$ cat src/rtl/core/imu_sct_pkg.sv
`default_nettype none
// ----------------------------------------------------------------------------
// imu_sct_pkg
// shared widths, reset values, register codes and lane types for the imu
// sample calibrate and track block
// ----------------------------------------------------------------------------
package imu_sct_pkg;

    localparam int AXES       = 6;
    localparam int GYRO_AXES  = 3;
    localparam int WINDOW     = 5;

    localparam int RAW_W      = 16;
    localparam int GAIN_W     = 24;
    localparam int OFFS_W     = 24;
    localparam int VAL_W      = 32;
    localparam int STAMP_W    = 32;
    localparam int AXIS_W     = 3;
    localparam int CFG_IDX_W  = 3;
    localparam int CFG_DATA_W = 24;

    // raw times gain, one spare bit for the unsigned gain
    localparam int PROD_W     = RAW_W + GAIN_W + 1;
    localparam int FRAC_SH    = 8;

    // history window
    localparam int SLOT_W     = $clog2(WINDOW);
    localparam int SUM_W      = VAL_W + SLOT_W;

    // mean by reciprocal multiply: floor(n / WINDOW) = (n * REC_M) >> REC_S
    // exact for any magnitude below 2^SUM_W
    localparam int REC_L      = $clog2(WINDOW);
    localparam int REC_S      = SUM_W + REC_L;
    localparam int REC_W      = SUM_W + 1;
    localparam logic [63:0] REC_M64 =
        ((64'd1 << REC_S) + 64'(WINDOW) - 64'd1) / 64'(WINDOW);
    localparam logic [REC_W-1:0] REC_M = REC_M64[REC_W-1:0];
    localparam int MAG_LO_W   = (SUM_W + 1) / 2;
    localparam int MAG_HI_W   = SUM_W - MAG_LO_W;
    localparam int REC_LO_W   = (REC_W + 1) / 2;
    localparam int REC_HI_W   = REC_W - REC_LO_W;
    localparam int PP_W       = SUM_W + REC_W;

    // stages from input to lane result
    localparam int LAT        = 8;

    localparam logic [GAIN_W-1:0] GYRO_GAIN_RST  = 24'd73400;
    localparam logic [GAIN_W-1:0] ACCEL_GAIN_RST = 24'd10040;
    localparam logic signed [OFFS_W-1:0] OFFS_RST [AXES] = '{
        24'sd20787, -24'sd16343, 24'sd15626,
        -24'sd1373, -24'sd11059, -24'sd5883
    };

    localparam logic signed [VAL_W-1:0] PEAK_HIGH_RST = -32'sd13107200;
    localparam logic signed [VAL_W-1:0] PEAK_LOW_RST  = 32'sd13107200;
    localparam logic signed [VAL_W-1:0] VAL_MAX       = 32'sh7fff_ffff;
    localparam logic signed [VAL_W-1:0] VAL_MIN       = 32'sh8000_0000;

    typedef enum logic [CFG_IDX_W-1:0] {
        REG_GYRO_GAIN,
        REG_ACCEL_GAIN,
        REG_GYRO_X_OFFS,
        REG_GYRO_Y_OFFS,
        REG_GYRO_Z_OFFS,
        REG_ACCEL_X_OFFS,
        REG_ACCEL_Y_OFFS,
        REG_ACCEL_Z_OFFS
    } cfg_idx_t;

    typedef struct packed {
        logic              adv;
        logic              upd;
        logic [SLOT_W-1:0] slot;
    } lane_ctrl_t;

    typedef struct packed {
        logic signed [VAL_W-1:0] cal;
        logic signed [VAL_W-1:0] pk_max;
        logic signed [VAL_W-1:0] pk_min;
        logic signed [VAL_W-1:0] mean;
    } lane_res_t;

endpackage
`default_nettype wire

$ cat src/rtl/core/imu_sct_out_if.sv
`default_nettype none
// ----------------------------------------------------------------------------
// imu_sct_out_if
// result channel: one calibrated axis with peaks, window mean and stamp
// ----------------------------------------------------------------------------
interface imu_sct_out_if;
    import imu_sct_pkg::*;

    logic                     valid;
    logic                     ready;
    logic [AXIS_W-1:0]        axis;
    logic signed [VAL_W-1:0]  calibrated;
    logic signed [VAL_W-1:0]  peak_max;
    logic signed [VAL_W-1:0]  peak_min;
    logic signed [VAL_W-1:0]  window_mean;
    logic [STAMP_W-1:0]       window_stamp;
    logic                     last;

    modport source (
        output valid, axis, calibrated, peak_max, peak_min,
               window_mean, window_stamp, last,
        input  ready
    );

    modport sink (
        input  valid, axis, calibrated, peak_max, peak_min,
               window_mean, window_stamp, last,
        output ready
    );

endinterface
`default_nettype wire

$ cat src/rtl/core/imu_sct_merge.sv
`default_nettype none
// ----------------------------------------------------------------------------
// imu_sct_merge
// gathers the six lane results of an item, sends one per cycle while ready
// ----------------------------------------------------------------------------
module imu_sct_merge (
    input  logic                                clk,
    input  logic                                rst_n,
    input  logic                                pend,
    output logic                                taken,
    input  imu_sct_pkg::lane_res_t              lane_res [imu_sct_pkg::AXES],
    input  logic [imu_sct_pkg::STAMP_W-1:0]     stamp,
    imu_sct_out_if.source                       result
);
    import imu_sct_pkg::*;

    lane_res_t          bank_reg [AXES];
    logic [STAMP_W-1:0] bstamp_reg;
    logic               bvalid_reg;
    logic [AXIS_W-1:0]  idx_reg;
    logic               take;
    logic               is_last;
    logic               free;

    assign take    = bvalid_reg && result.ready;
    assign is_last = (idx_reg == AXIS_W'(AXES - 1));
    assign free    = !bvalid_reg || (take && is_last);
    assign taken   = pend && free;

    always_ff @(posedge clk or negedge rst_n)
    begin
        if (!rst_n)
        begin
            bvalid_reg <= 1'b0;
            idx_reg    <= '0;
        end
        else if (taken)
        begin
            bvalid_reg <= 1'b1;
            idx_reg    <= '0;
        end
        else if (take)
        begin
            if (is_last)
            begin
                bvalid_reg <= 1'b0;
                idx_reg    <= '0;
            end
            else
            begin
                idx_reg <= idx_reg + 1'b1;
            end
        end
    end

    always_ff @(posedge clk)
    begin
        if (taken)
        begin
            bank_reg   <= lane_res;
            bstamp_reg <= stamp;
        end
    end

    assign result.valid        = bvalid_reg;
    assign result.axis         = idx_reg;
    assign result.calibrated   = bank_reg[idx_reg].cal;
    assign result.peak_max     = bank_reg[idx_reg].pk_max;
    assign result.peak_min     = bank_reg[idx_reg].pk_min;
    assign result.window_mean  = bank_reg[idx_reg].mean;
    assign result.window_stamp = bstamp_reg;
    assign result.last         = is_last;

endmodule
`default_nettype wire

$ cat src/flat_wrapper.sv
// flat-port wrapper written by rule: the top's interface ports become plain ports
module imu_sct_merge_flat import imu_sct_pkg::*;
  (clk, rst_n, pend, taken, lane_res, stamp, result_valid, result_axis, result_calibrated, result_peak_max, result_peak_min, result_window_mean, result_window_stamp, result_last, result_ready);
  imu_sct_out_if result_i ();
  input  logic clk;
  input  logic rst_n;
  input  logic pend;
  output logic taken;
  input  imu_sct_pkg::lane_res_t lane_res[imu_sct_pkg::AXES];
  input  logic [imu_sct_pkg::STAMP_W-1:0] stamp;
  output wire logic [$bits(result_i.valid)-1:0] result_valid;
  output wire logic [$bits(result_i.axis)-1:0] result_axis;
  output wire logic [$bits(result_i.calibrated)-1:0] result_calibrated;
  output wire logic [$bits(result_i.peak_max)-1:0] result_peak_max;
  output wire logic [$bits(result_i.peak_min)-1:0] result_peak_min;
  output wire logic [$bits(result_i.window_mean)-1:0] result_window_mean;
  output wire logic [$bits(result_i.window_stamp)-1:0] result_window_stamp;
  output wire logic [$bits(result_i.last)-1:0] result_last;
  input wire logic [$bits(result_i.ready)-1:0] result_ready;
  assign result_valid = result_i.valid;
  assign result_axis = result_i.axis;
  assign result_calibrated = result_i.calibrated;
  assign result_peak_max = result_i.peak_max;
  assign result_peak_min = result_i.peak_min;
  assign result_window_mean = result_i.window_mean;
  assign result_window_stamp = result_i.window_stamp;
  assign result_last = result_i.last;
  assign result_i.ready = result_ready;
  imu_sct_merge u_core (.clk(clk), .rst_n(rst_n), .pend(pend), .taken(taken), .lane_res(lane_res), .stamp(stamp), .result(result_i));
endmodule
$ cat config.mk
export PLATFORM = sky130hd
export DESIGN_NAME = imu_sct_merge_flat
export DESIGN_NICKNAME = d
export VERILOG_FILES = /design/src/rtl/core/imu_sct_pkg.sv /design/src/rtl/core/imu_sct_out_if.sv /design/src/rtl/core/imu_sct_merge.sv /design/src/flat_wrapper.sv
export SDC_FILE = /design/constraint.sdc
export NUM_CORES = 1
export LEC_CHECK = 0
export BUFFER_PORTS_ARGS = -buffer_cell sky130_fd_sc_hd__buf_2
export CORE_AREA = 5 5 379 381
export CTS_CLUSTER_DIAMETER = 80
export DETAILED_ROUTE_END_ITERATION = 10
export DIE_AREA = 0 0 384 386
export PLACE_DENSITY = 0.41
export SETUP_SLACK_MARGIN = 0.3
export SLEW_MARGIN = 20
export SYNTH_ARGS = -nofsm -noshare
export SYNTH_HDL_FRONTEND = slang
export SYNTH_SLANG_ARGS = --single-unit
$ cat constraint.sdc
create_clock -name clk -period 48.1 [get_ports clk]
set_clock_uncertainty 0.05 [all_clocks]
set_input_delay 7.215 -clock clk [delete_from_list [all_inputs] [get_ports clk]]
set_output_delay 7.215 -clock clk [all_outputs]
set_load 0.1 [all_outputs]
==> results <==
- The critical path launch point type is a primary input.
- The maximum fanout along the worst path is 66.
- For the pin with the worst max-slew slack, the measured transition is 1.05 ns.
- For this run the aggregate overflow at the end of global routing stands at 0.
- Across the VDD grid, the largest voltage drop is ~41 uV.
- The detailed-route wire length per cell is between 20 and 25 um.
- The number of nets in the final layout is approximately 3400.
- The number of maximum-capacitance constraint violations is 0.
- The total detailed-routing wirelength is 104 mm.
- The core region area is around 140000 um^2.
- The initial antenna violation count is 75.
- The largest net degree at the start of global routing is 109.
- Synthesis produced a netlist with a net count of 2352.
- The placed instances occupy a cell area of 37400 um^2.
- Synthesis handed over a netlist of 1548 instances.
- In this run the post-CTS setup repair buffer count came out at 0.
- The data arrival time of the critical path is 9.17 ns.
- Summing over every cut layer, the via total after detailed routing is 18300.
- Measured against its own limit, the worst slew margin works out to between 20 and 30%.
- For this design, the slowest cell found on the critical path is sky130_fd_sc_hd__and2_4.
- The root cell of the clock tree is sky130_fd_sc_hd__clkbuf_16.
- The most used cell along the critical path is sky130_fd_sc_hd__buf_2.
- The signal on the critical path passes through buf_2, nand2_1, o21ai_0, and2_4, buf_2.
- TritonCTS built the clock tree.
- Synthesis inferred 804 register bits.
- The number of endpoints with negative hold slack in the final report came to 0.
- The leakage power total is 0.0153 uW.
- Excluding fillers, the count of instances in the completed layout stands at 4578.
- The cell area that synthesis handed to floorplanning was 30400 um^2.
- The first global-routing pass estimated 142 mm of wire.
- The number of cells on the worst reg-to-reg path is 9.
- No sink is reached through more buffers than the 3 on the longest clock path.
- The post-cts repair resize count is 0.
- Of the available clock period, the critical path in the final layout requires between 30% and 40%.
- The width of the die is 384 um.
- In this run the remaining antenna-violating nets after routing total 0.
- The share of the Yosys chip area taken by registers is about four fifths.
- The via-per-instance ratio is 3.99.
- The pre-antenna-repair detailed-routing pass consisted of 5 iterations.
- In this run the mean area of a mapped cell was 19.7 um^2.
- For hold timing, the worst endpoint is u_core.result.axis[0]$_DFFE_PN0P_.
- The cell area power density is 69.2 nW/um^2.
- Port buffering added 969 buffers.
- Along the worst hold path, the cell count comes to 1.
- The HPWL after detailed placement is 76.4 mm.
- The number of sinks on the clock net is 804.
- The highest routing layer actually used is met5.
- The worst path required time is 40.83 ns.
- The clock-pin slew on the worst setup and hold paths is 0.06 ns.
- The chip height is just under 400 um.
- The worst path in the final design needs a cycle of around 16 ns, including I/O delays and setup.
- The kind of cell adding the most delay to the critical path is simple AND/OR/NAND/NOR gates.
- Global routing used 13.3% of the available tracks across all layers.
- The setup slack on the worst flop-to-flop path is between 40 and 50 ns.
- For this block, wires on met1 add up to 37.3 mm.
- The post-placement cell count is between 4000 and 5000.
- The number of DRC markers in iteration 0 is 947.
- The register with the most flip-flops in the layout has 768 of them.
- The number of max-slew violations in the final report is 0.
- For this run, design rule violations remaining after detail routing come to 0.
- In the final timing run, aggregate negative setup slack is 0 ns.
- The area of the die is 148000 um^2.
- The final setup violation count is 0.
- The critical path is of the primary input to output pin type.
- CTS built an H-tree with a depth of 3.
- The area growth from synthesis to layout is 33.1%.
- The critical register-to-register path startpoint is u_core.result.axis[0]$_DFFE_PN0P_.
- Detailed routing placed a total of 8.89 mm of wire on met3.
- At the end of routability-driven placement, the weighted congestion stood at 0.864.
- STA classifies the critical path endpoint as an output pin.
- The critical path contains buffers and inverters numbering 2 combined.
- The number of global-route vias before repair is about 20000.
- The run finished with clean final reports.
- The warning count from the yosys run is 0.
- Setup repair after global routing left no endpoint under its margin.
- The longest individual stage delay on the worst path is 0.79 ns.
- The min-delay analysis places its worst path in the category register to register.
- The placement row count is about 140.
- The met2 layer wire length in the routed design is roughly 55 mm.
- The netlist uses 22 different library cells.
- The clock insertion delay at the later pin of the skew report is 0.68 ns.
- The initial cell density of the core is 21.7%.
- The endpoint identified for the worst register-to-register timing path is u_core.bank_reg[189]$_DFFE_PN_.
- The origin of the worst min-delay path is u_core.result.valid$_DFFE_PN0P_.
- After routing the design area is 40500 um^2.
- The number of buffers created by CTS is 95.
- 970 I/O pins were placed.
- For this design, the CTS-stage hold fixing added 0 buffers.
- The achievable frequency is ~61 MHz.
- The proportion of layout cells with a drive suffix above 1 is 46.1%.
worst max path at each step:
stage / from / endpoint / cells past startpoint / slack, ns
floorplan: result_ready / taken / 3 / 14.61
global placement: result_ready / taken / 5 / 31.53
detailed placement: result_ready / taken / 5 / 31.57
CTS: result_ready / taken / 5 / 31.57
global route: result_ready / taken / 5 / 31.53
finish: result_ready / taken / 5 / 31.66
worst register-to-register path, stage by stage (launching register included):
cell and delay, ns:
sky130_fd_sc_hd__dfrtp_4 0.88, sky130_fd_sc_hd__buf_4 0.71, sky130_fd_sc_hd__nand2_1 0.20, sky130_fd_sc_hd__o21ai_0 0.27, sky130_fd_sc_hd__and2_4 0.79, sky130_fd_sc_hd__buf_4 0.82, sky130_fd_sc_hd__buf_4 0.61, sky130_fd_sc_hd__buf_4 0.78
sky130_fd_sc_hd__buf_4 0.81, sky130_fd_sc_hd__buf_4 0.88
through the flow:
stage,worst slack [ns],hold slack (ns),utilization (%),total power (uW)
2_1_floorplan,14.61,1.05,-,1930
3_3_place_gp,31.53,0.586,26.7,2140
3_5_place_dp,31.57,0.593,26.7,2150
4_1_cts,31.57,0.628,28.8,2850
5_1_grt,31.53,0.668,28.9,2910
6_report,31.66,0.640,28.9,2800
cells in the final DEF, fill, tap and decap left out, drive strengths merged:
cell type | netlist | layout
mux2 | 130 | 130
clkinvlp | 0 | 1
dfrtp | 4 | 4
inv | 1 | 9
buf | 72 | 998
clkbuf | 14 | 132
and2 | 1 | 1
xor2 | 1 | 1
a22o | 3 | 3
nor2 | 4 | 4
nor2b | 1 | 1
diode | 0 | 55
nand2 | 129 | 129
mux2i | 256 | 256
nand2b | 3 | 3
bufinv | 0 | 5
clkinv | 0 | 27
edfxtp | 800 | 800
o221ai | 128 | 128
o21ai | 1 | 1
per-layer routing:
metal | track usage [%] | up-vias
li1 | - | 8369
met1 | 14.0 | 9051
met2 | 23.8 | 632
met3 | 5.20 | 192
met4 | 5.14 | 38
met5 | 0 | -
cell families after synthesis:
group	after synthesis	share of synthesized area [%]
AOI/OAI and AO/OA	132	3.79
DFF	804	79.3
buffers and inverters	87	1.69
and+or+nand+nor	138	1.74
muxes	386	13.5
xor gates and xnor gates	1	0.0288
synthesized netlist by cell type:
library cell / n / area (um^2)
sky130_fd_sc_hd__edfxtp_1: 800 / 24000
sky130_fd_sc_hd__mux2i_1: 256 / 2560
sky130_fd_sc_hd__nand2_1: 129 / 484
sky130_fd_sc_hd__o221ai_1: 128 / 1120
sky130_fd_sc_hd__mux2_2: 68 / 766
sky130_fd_sc_hd__buf_2: 50 / 250
sky130_fd_sc_hd__mux2_1: 42 / 473
sky130_fd_sc_hd__mux2_4: 20 / 300
sky130_fd_sc_hd__clkbuf_1: 13 / 48.8
sky130_fd_sc_hd__buf_6: 12 / 135
sky130_fd_sc_hd__buf_4: 8 / 60.1
sky130_fd_sc_hd__dfrtp_1: 4 / 100
sky130_fd_sc_hd__nor2_1: 4 / 15.0
sky130_fd_sc_hd__a22o_1: 3 / 26.3
sky130_fd_sc_hd__nand2b_1: 3 / 18.8
sky130_fd_sc_hd__buf_1: 2 / 7.51
sky130_fd_sc_hd__and2_1: 1 / 6.26
sky130_fd_sc_hd__clkbuf_4: 1 / 7.51
sky130_fd_sc_hd__inv_1: 1 / 3.75
sky130_fd_sc_hd__nor2b_1: 1 / 6.26
sky130_fd_sc_hd__o21ai_0: 1 / 5.00
sky130_fd_sc_hd__xor2_1: 1 / 8.76
cell type report:
class                      count  area (um^2)
antenna                       55          138
clock buffer                 132         2570
clock inverter                41          398
fill                       14300        99700
inverter                       1         3.75
multi-input combinational    657         5820
sequential                   804        24100
tap                         1890         2360
timing repair buffer         998         5090
power breakdown:
group	total, uW	switching, uW	internal, uW	leakage [uW]
logic	1240	992	246	0.00653
registers	875	31.3	844	0.00728
clock network	689	287	401	0.00144
No activity file was read; power rests on OpenSTA's default activity.
