### src/rtl/core/imu_sct_pkg.sv
`default_nettype none
// ----------------------------------------------------------------------------
// imu_sct_pkg
// shared widths, reset values, register codes and lane types for the imu
// sample calibrate and track block
// ----------------------------------------------------------------------------
package imu_sct_pkg;

    localparam int AXES       = 6;
    localparam int GYRO_AXES  = 3;
    localparam int WINDOW     = 5;

    localparam int RAW_W      = 16;
    localparam int GAIN_W     = 24;
    localparam int OFFS_W     = 24;
    localparam int VAL_W      = 32;
    localparam int STAMP_W    = 32;
    localparam int AXIS_W     = 3;
    localparam int CFG_IDX_W  = 3;
    localparam int CFG_DATA_W = 24;

    // raw times gain, one spare bit for the unsigned gain
    localparam int PROD_W     = RAW_W + GAIN_W + 1;
    localparam int FRAC_SH    = 8;

    // history window
    localparam int SLOT_W     = $clog2(WINDOW);
    localparam int SUM_W      = VAL_W + SLOT_W;

    // mean by reciprocal multiply: floor(n / WINDOW) = (n * REC_M) >> REC_S
    // exact for any magnitude below 2^SUM_W
    localparam int REC_L      = $clog2(WINDOW);
    localparam int REC_S      = SUM_W + REC_L;
    localparam int REC_W      = SUM_W + 1;
    localparam logic [63:0] REC_M64 =
        ((64'd1 << REC_S) + 64'(WINDOW) - 64'd1) / 64'(WINDOW);
    localparam logic [REC_W-1:0] REC_M = REC_M64[REC_W-1:0];
    localparam int MAG_LO_W   = (SUM_W + 1) / 2;
    localparam int MAG_HI_W   = SUM_W - MAG_LO_W;
    localparam int REC_LO_W   = (REC_W + 1) / 2;
    localparam int REC_HI_W   = REC_W - REC_LO_W;
    localparam int PP_W       = SUM_W + REC_W;

    // stages from input to lane result
    localparam int LAT        = 8;

    localparam logic [GAIN_W-1:0] GYRO_GAIN_RST  = 24'd73400;
    localparam logic [GAIN_W-1:0] ACCEL_GAIN_RST = 24'd10040;
    localparam logic signed [OFFS_W-1:0] OFFS_RST [AXES] = '{
        24'sd20787, -24'sd16343, 24'sd15626,
        -24'sd1373, -24'sd11059, -24'sd5883
    };

    localparam logic signed [VAL_W-1:0] PEAK_HIGH_RST = -32'sd13107200;
    localparam logic signed [VAL_W-1:0] PEAK_LOW_RST  = 32'sd13107200;
    localparam logic signed [VAL_W-1:0] VAL_MAX       = 32'sh7fff_ffff;
    localparam logic signed [VAL_W-1:0] VAL_MIN       = 32'sh8000_0000;

    typedef enum logic [CFG_IDX_W-1:0] {
        REG_GYRO_GAIN,
        REG_ACCEL_GAIN,
        REG_GYRO_X_OFFS,
        REG_GYRO_Y_OFFS,
        REG_GYRO_Z_OFFS,
        REG_ACCEL_X_OFFS,
        REG_ACCEL_Y_OFFS,
        REG_ACCEL_Z_OFFS
    } cfg_idx_t;

    typedef struct packed {
        logic              adv;
        logic              upd;
        logic [SLOT_W-1:0] slot;
    } lane_ctrl_t;

    typedef struct packed {
        logic signed [VAL_W-1:0] cal;
        logic signed [VAL_W-1:0] pk_max;
        logic signed [VAL_W-1:0] pk_min;
        logic signed [VAL_W-1:0] mean;
    } lane_res_t;

endpackage
`default_nettype wire

### src/rtl/core/imu_sct_lane.sv
`default_nettype none
// ----------------------------------------------------------------------------
// imu_sct_lane
// one axis: gain and offset calibration, peak tracking, history window with
// running sum, and window mean by reciprocal multiply
// ----------------------------------------------------------------------------
module imu_sct_lane (
    input  logic                                   clk,
    input  logic                                   rst_n,
    input  imu_sct_pkg::lane_ctrl_t                ctrl,
    input  logic signed [imu_sct_pkg::RAW_W-1:0]   raw,
    input  logic [imu_sct_pkg::GAIN_W-1:0]         gain,
    input  logic signed [imu_sct_pkg::OFFS_W-1:0]  offset,
    output imu_sct_pkg::lane_res_t                 res
);
    import imu_sct_pkg::*;

    localparam int SH_W  = PROD_W - FRAC_SH;
    localparam int CAL_W = SH_W + 1;
    localparam int TRIO_N = LAT - 2;
    localparam int NEG_N  = 4;

    typedef struct packed {
        logic signed [VAL_W-1:0] cal;
        logic signed [VAL_W-1:0] hi;
        logic signed [VAL_W-1:0] lo;
    } trio_t;

    logic signed [GAIN_W:0]      gain_s;
    logic signed [PROD_W-1:0]    prod_next;
    logic signed [PROD_W-1:0]    prod_reg;

    logic signed [SH_W-1:0]      shifted;
    logic signed [CAL_W-1:0]     cal_wide;
    logic                        ovf;
    logic signed [VAL_W-1:0]     cal_next;
    logic signed [VAL_W-1:0]     cal2_reg;

    logic signed [VAL_W-1:0]     hist_reg [WINDOW];
    logic signed [SUM_W-1:0]     sum_reg;
    logic signed [VAL_W-1:0]     hi_reg;
    logic signed [VAL_W-1:0]     lo_reg;
    logic signed [VAL_W-1:0]     old_val;
    logic signed [SUM_W-1:0]     sum_next;
    logic signed [VAL_W-1:0]     hi_next;
    logic signed [VAL_W-1:0]     lo_next;

    logic signed [SUM_W-1:0]     sum3_reg;
    trio_t                       trio_reg [TRIO_N];
    logic                        neg_reg [NEG_N];
    logic [SUM_W-1:0]            mag_next;
    logic [SUM_W-1:0]            mag4_reg;

    logic [MAG_LO_W-1:0]         mag_lo;
    logic [MAG_HI_W-1:0]         mag_hi;
    logic [REC_LO_W-1:0]         rec_lo;
    logic [REC_HI_W-1:0]         rec_hi;
    logic [MAG_LO_W+REC_LO_W-1:0] pp_ll_reg;
    logic [MAG_LO_W+REC_HI_W-1:0] pp_lh_reg;
    logic [MAG_HI_W+REC_LO_W-1:0] pp_hl_reg;
    logic [MAG_HI_W+REC_HI_W-1:0] pp_hh_reg;

    logic [PP_W-1:0]             ta_next;
    logic [PP_W-1:0]             tb_next;
    logic [PP_W-1:0]             ta6_reg;
    logic [PP_W-1:0]             tb6_reg;
    logic [PP_W-1:0]             total;
    logic [VAL_W-1:0]            q7_reg;
    logic signed [VAL_W-1:0]     mean8_reg;

    // scale
    assign gain_s    = {1'b0, gain};
    assign prod_next = raw * gain_s;

    // floor shift, offset, saturate
    assign shifted  = prod_reg[PROD_W-1:FRAC_SH];
    assign cal_wide = CAL_W'(shifted) + CAL_W'(offset);
    assign ovf      = (cal_wide[CAL_W-1:VAL_W-1] != {(CAL_W-VAL_W+1){cal_wide[CAL_W-1]}});
    assign cal_next = ovf ? (cal_wide[CAL_W-1] ? VAL_MIN : VAL_MAX) : cal_wide[VAL_W-1:0];

    // tracking against the stored state
    assign old_val  = hist_reg[ctrl.slot];
    assign sum_next = sum_reg + SUM_W'(cal2_reg) - SUM_W'(old_val);
    assign hi_next  = (cal2_reg > hi_reg) ? cal2_reg : hi_reg;
    assign lo_next  = (cal2_reg < lo_reg) ? cal2_reg : lo_reg;

    // mean datapath
    assign mag_next = SUM_W'(-sum3_reg);
    assign mag_lo   = mag4_reg[MAG_LO_W-1:0];
    assign mag_hi   = mag4_reg[SUM_W-1:MAG_LO_W];
    assign rec_lo   = REC_M[REC_LO_W-1:0];
    assign rec_hi   = REC_M[REC_W-1:REC_LO_W];
    assign ta_next  = PP_W'(pp_ll_reg) + (PP_W'(pp_lh_reg) << REC_LO_W);
    assign tb_next  = (PP_W'(pp_hl_reg) << MAG_LO_W)
                    + (PP_W'(pp_hh_reg) << (MAG_LO_W + REC_LO_W));
    assign total    = ta6_reg + tb6_reg;

    always_ff @(posedge clk or negedge rst_n)
    begin
        if (!rst_n)
        begin
            for (int i = 0; i < WINDOW; i++)
            begin
                hist_reg[i] <= '0;
            end
            sum_reg <= '0;
            hi_reg  <= PEAK_HIGH_RST;
            lo_reg  <= PEAK_LOW_RST;
        end
        else if (ctrl.upd)
        begin
            hist_reg[ctrl.slot] <= cal2_reg;
            sum_reg <= sum_next;
            hi_reg  <= hi_next;
            lo_reg  <= lo_next;
        end
    end

    always_ff @(posedge clk)
    begin
        if (ctrl.adv)
        begin
            prod_reg    <= prod_next;
            cal2_reg    <= cal_next;
            sum3_reg    <= sum_next;
            trio_reg[0] <= '{cal: cal2_reg, hi: hi_next, lo: lo_next};
            for (int i = 1; i < TRIO_N; i++)
            begin
                trio_reg[i] <= trio_reg[i-1];
            end
            neg_reg[0]  <= sum3_reg[SUM_W-1];
            for (int i = 1; i < NEG_N; i++)
            begin
                neg_reg[i] <= neg_reg[i-1];
            end
            mag4_reg    <= sum3_reg[SUM_W-1] ? mag_next : SUM_W'(sum3_reg);
            pp_ll_reg   <= mag_lo * rec_lo;
            pp_lh_reg   <= mag_lo * rec_hi;
            pp_hl_reg   <= mag_hi * rec_lo;
            pp_hh_reg   <= mag_hi * rec_hi;
            ta6_reg     <= ta_next;
            tb6_reg     <= tb_next;
            q7_reg      <= total[REC_S +: VAL_W];
            mean8_reg   <= neg_reg[NEG_N-1] ? -q7_reg : q7_reg;
        end
    end

    assign res = '{
        cal:    trio_reg[TRIO_N-1].cal,
        pk_max: trio_reg[TRIO_N-1].hi,
        pk_min: trio_reg[TRIO_N-1].lo,
        mean:   mean8_reg
    };

endmodule
`default_nettype wire

### config.mk
export PLATFORM = sky130hd
export DESIGN_NAME = imu_sct_lane
export DESIGN_NICKNAME = d
export VERILOG_FILES = /design/src/rtl/core/imu_sct_pkg.sv /design/src/rtl/core/imu_sct_lane.sv
export SDC_FILE = /design/constraint.sdc
export NUM_CORES = 2
export LEC_CHECK = 0
export BUFFER_PORTS_ARGS = -buffer_cell sky130_fd_sc_hd__buf_4
export CELL_PAD_IN_SITES_DETAIL_PLACEMENT = 1
export CELL_PAD_IN_SITES_GLOBAL_PLACEMENT = 2
export CORE_MARGIN = 2
export CORE_UTILIZATION = 30
export DETAILED_ROUTE_END_ITERATION = 16
export PLACE_DENSITY_LB_ADDON = 0.1
export SLEW_MARGIN = 40
export SYNTH_ARGS = -nofsm -noshare
export SYNTH_HDL_FRONTEND = slang
export SYNTH_SLANG_ARGS = --single-unit
export TNS_END_PERCENT = 10
### constraint.sdc
create_clock -name clk -period 8.23 [get_ports clk]
set_input_delay 1.2345 -clock clk [delete_from_list [all_inputs] [get_ports clk]]
set_output_delay 1.2345 -clock clk [all_outputs]
set_load 0.02 [all_outputs]
==> out/summary.txt <==
Status = completed
Top cell types by occurrence after synthesis = 1172 x sky130_fd_sc_hd__inv_1, 986 x sky130_fd_sc_hd__edfxtp_1, 736 x sky130_fd_sc_hd__ha_1
Via count of the routed design = 49245
Number of filler cells placed in the layout = 29032
Xor and xnor area share after synthesis = 3.69%
Post-Synthesis Cell Area = 0.0813 mm2
Share of the synthesized area in compound gates (AO/OA/AOI/OAI) = 7.65%
Part of the cycle the worst path needs = 87.1%
HPWL Detailed = 174 mm
F_max = 139 MHz
RePlAce Congestion = 0.817
Crit path time final = 7.17 ns
Placeable core region = 0.270 mm2
Startpoint type of the worst setup path = primary input
Syn Area/Cell = 12.0 um2
Setup-violating endpoint count in the final report = 0
Total clock buffers created by CTS = 146
Adder-cell share of the synthesized area = 27.1%
CTS root buf = sky130_fd_sc_hd__clkbuf_16
# clock sinks = 1245
Number of buffer cells added on primary ports = 198
Boundary Pins = 199
Violation count after the first detailed-route iteration = 2281
CTS hold repair buffers = 0
Multiplexer fraction of the synthesized cell area = 3.88%
Top cells by area, synth = sky130_fd_sc_hd__edfxtp_1 36%, sky130_fd_sc_hd__fa_1 16%, sky130_fd_sc_hd__ha_1 11%
Setup clock skew after layout = 0.0606 ns
Most frequent cell after synthesis = sky130_fd_sc_hd__inv_1
Number of enable flip-flop cells after synthesis = 986
Wire length per cell after detailed routing = 20.6 um
Remaining global-route overflow = 0
Number of cells produced by synthesis = 6771
Fraction of post-synthesis cell area in the top cell type by area = 36.4%
Flip-flop count of the largest register, all copies and words added = 576
Area of the die = 0.275 mm2
Dominant combinational cell family by area after synthesis = adder cells
Pin count of the biggest net entering global routing = 141
Part of the Yosys area used for sequential elements = 44.4%
CP arrival = 7.71 ns
CTS resizes = 0
RSZ-0062 raised after global routing = false
Share of flip-flops with an asynchronous set or reset = 20.8%
Critical Path Sink Type = flop
DRC violations left = 0
Area share of and/or/nand/nor cells after synthesis = 7.12%
R2R depth = 19
Synthesis-to-finish area growth = 13.7%
Final std cells w/o fill = 10716
Length of the first detailed-routing pass in iterations = 5
Slew HR = 41.8%
Number of nets with antenna violations after routing = 0
Placed Area = 0.0874 mm2
All-layer global routing usage = 16.2%
Sum Neg Setup Slack = 0 ns
Vias in the first global route = 54780
Reg clk slew, reported paths = 0.06 ns
Final core occ = 34.2%
Req. time, crit path = 8.77 ns
Via density per instance = 4.60
Maximum capacitance violations = 0
Library cells used by synthesis = 74
Tightest Pin Transition = 0.864 ns
Top FF cell, synth = sky130_fd_sc_hd__edfxtp_1
Max FO, Critical Path = 24
Warning count from the yosys run = 0
Critical path start-end classification = in2reg
Effective utilization at floorplan = 30.1%
Clock insertion delay at the later pin of the skew report = 0.82 ns
Die Y-Extent = 525 um
Flops & latches, synth = 1245
Total count of max-transition violations in the final report = 0
Post-route cell area = 0.0925 mm2
Hold Crit Class = in2async
Biggest area consumer among synthesized cells = sky130_fd_sc_hd__edfxtp_1
Number of antenna violations at the first check in global routing = 17
Horizontal die dimension = 525 um
Synth Net Count = 8219
Layout cell share with drive strength beyond 1 = 9.77%
Wire length of the first global-routing pass = 341 mm
Placed cells = 10447
Final hold violation count = 0
Maximum number of buffers from clock root to sink = 3
Register area = 0.0361 mm2
Worst reg-to-reg setup slack = 1.30 ns
Net count, final = 8474
Area occupied by multi-input gates = 0.0403 mm2
Cell row count = 191
Clock tree from TritonCTS = done
Setup Fix Bufs, Post-CTS = 0
Level count of the clock H-tree = 4
Sum of routed wire length over all layers = 221 mm
[logic make-up (layout without fill, tap and decap cells)]
family,Yosys count,after routing
compound gates,975,975
simple gates,1197,1197
xor+xnor,343,343
other cells,0,4
mux,298,298
buf+inv,1336,1707
fa+ha+maj,1377,1377
flops,1245,1245
[metrics by stage]
stage	worst slack, ns	hold slack, ns
2_1_floorplan	1.14	0.400
3_3_place_gp	0.210	0.402
3_5_place_dp	0.141	0.405
4_1_cts	1.02	0.305
5_1_grt	0.715	0.335
6_report	1.06	0.367
[cells in the final DEF, fill, tap and decap left out, types with 110 or more instances in the layout]
cell type / count
sky130_fd_sc_hd__a21oi_1: 253
sky130_fd_sc_hd__ha_1: 736
sky130_fd_sc_hd__clkbuf_16: 147
sky130_fd_sc_hd__mux2i_1: 157
sky130_fd_sc_hd__buf_4: 257
sky130_fd_sc_hd__o21ai_0: 222
sky130_fd_sc_hd__nor2_1: 203
sky130_fd_sc_hd__a21o_1: 168
sky130_fd_sc_hd__and2_1: 176
sky130_fd_sc_hd__dfrtp_1: 245
sky130_fd_sc_hd__xnor2_1: 231
sky130_fd_sc_hd__fa_1: 641
sky130_fd_sc_hd__mux2_2: 141
sky130_fd_sc_hd__edfxtp_1: 986
sky130_fd_sc_hd__inv_1: 1172
sky130_fd_sc_hd__nand2_1: 463
sky130_fd_sc_hd__xor2_1: 110
[metal layers]
metal	GRT usage [%]	up-vias	wire [um]
met5	0	-	21
met4	3.93	4	4930
met3	2.13	236	5710
met2	28.0	522	109000
met1	21.5	25049	101000
li1	-	23434	-
[final timing paths]
| kind | from | end |
|---|---|---|
| worst max-delay path | raw[6] | prod_reg[40] |
| worst min-delay path | rst_n | lo_reg[0] |
| worst max register to register | mag4_reg[29] | pp_hh_reg[33] |
| worst min register to register | trio_reg[3][23] | trio_reg[4][23] |
| max in group asynchronous | rst_n | hi_reg[27] |
| min in group clk | trio_reg[3][23] | trio_reg[4][23] |
[worst max-delay path, cell delays in order]
cell and delay (ns):
sky130_fd_sc_hd__buf_4 0.21, sky130_fd_sc_hd__and2_1 0.19, sky130_fd_sc_hd__fa_1 0.53, sky130_fd_sc_hd__inv_1 0.05, sky130_fd_sc_hd__fa_1 0.51, sky130_fd_sc_hd__fa_1 0.53
sky130_fd_sc_hd__inv_1 0.06, sky130_fd_sc_hd__fa_1 0.47, sky130_fd_sc_hd__fa_1 0.55, sky130_fd_sc_hd__inv_1 0.06, sky130_fd_sc_hd__fa_1 0.53, sky130_fd_sc_hd__inv_1 0.04
sky130_fd_sc_hd__ha_1 0.35, sky130_fd_sc_hd__a211oi_1 0.28, sky130_fd_sc_hd__o211ai_1 0.14, sky130_fd_sc_hd__a221oi_1 0.52, sky130_fd_sc_hd__nand3_1 0.36, sky130_fd_sc_hd__nand4b_1 0.30
sky130_fd_sc_hd__a31oi_1 0.19, sky130_fd_sc_hd__a31o_2 0.30, sky130_fd_sc_hd__a21oi_1 0.19, sky130_fd_sc_hd__xnor2_1 0.09
[final cells by class]
| type | instances | share of cell area (%) |
|---|---|---|
| Antenna cell | 4 | 0.0108 |
| Clock buffer | 162 | 4.05 |
| Clock inverter | 102 | 1.38 |
| Inverter | 1172 | 4.76 |
| Multi-Input combinational cell | 4190 | 43.6 |
| Sequential cell | 1245 | 39.0 |
| Tap cell | 3570 | 4.83 |
| Timing Repair Buffer | 271 | 2.36 |
Power is not shown: default switching activity piles up to over one toggle a cycle in this logic, so the estimate is an artifact.
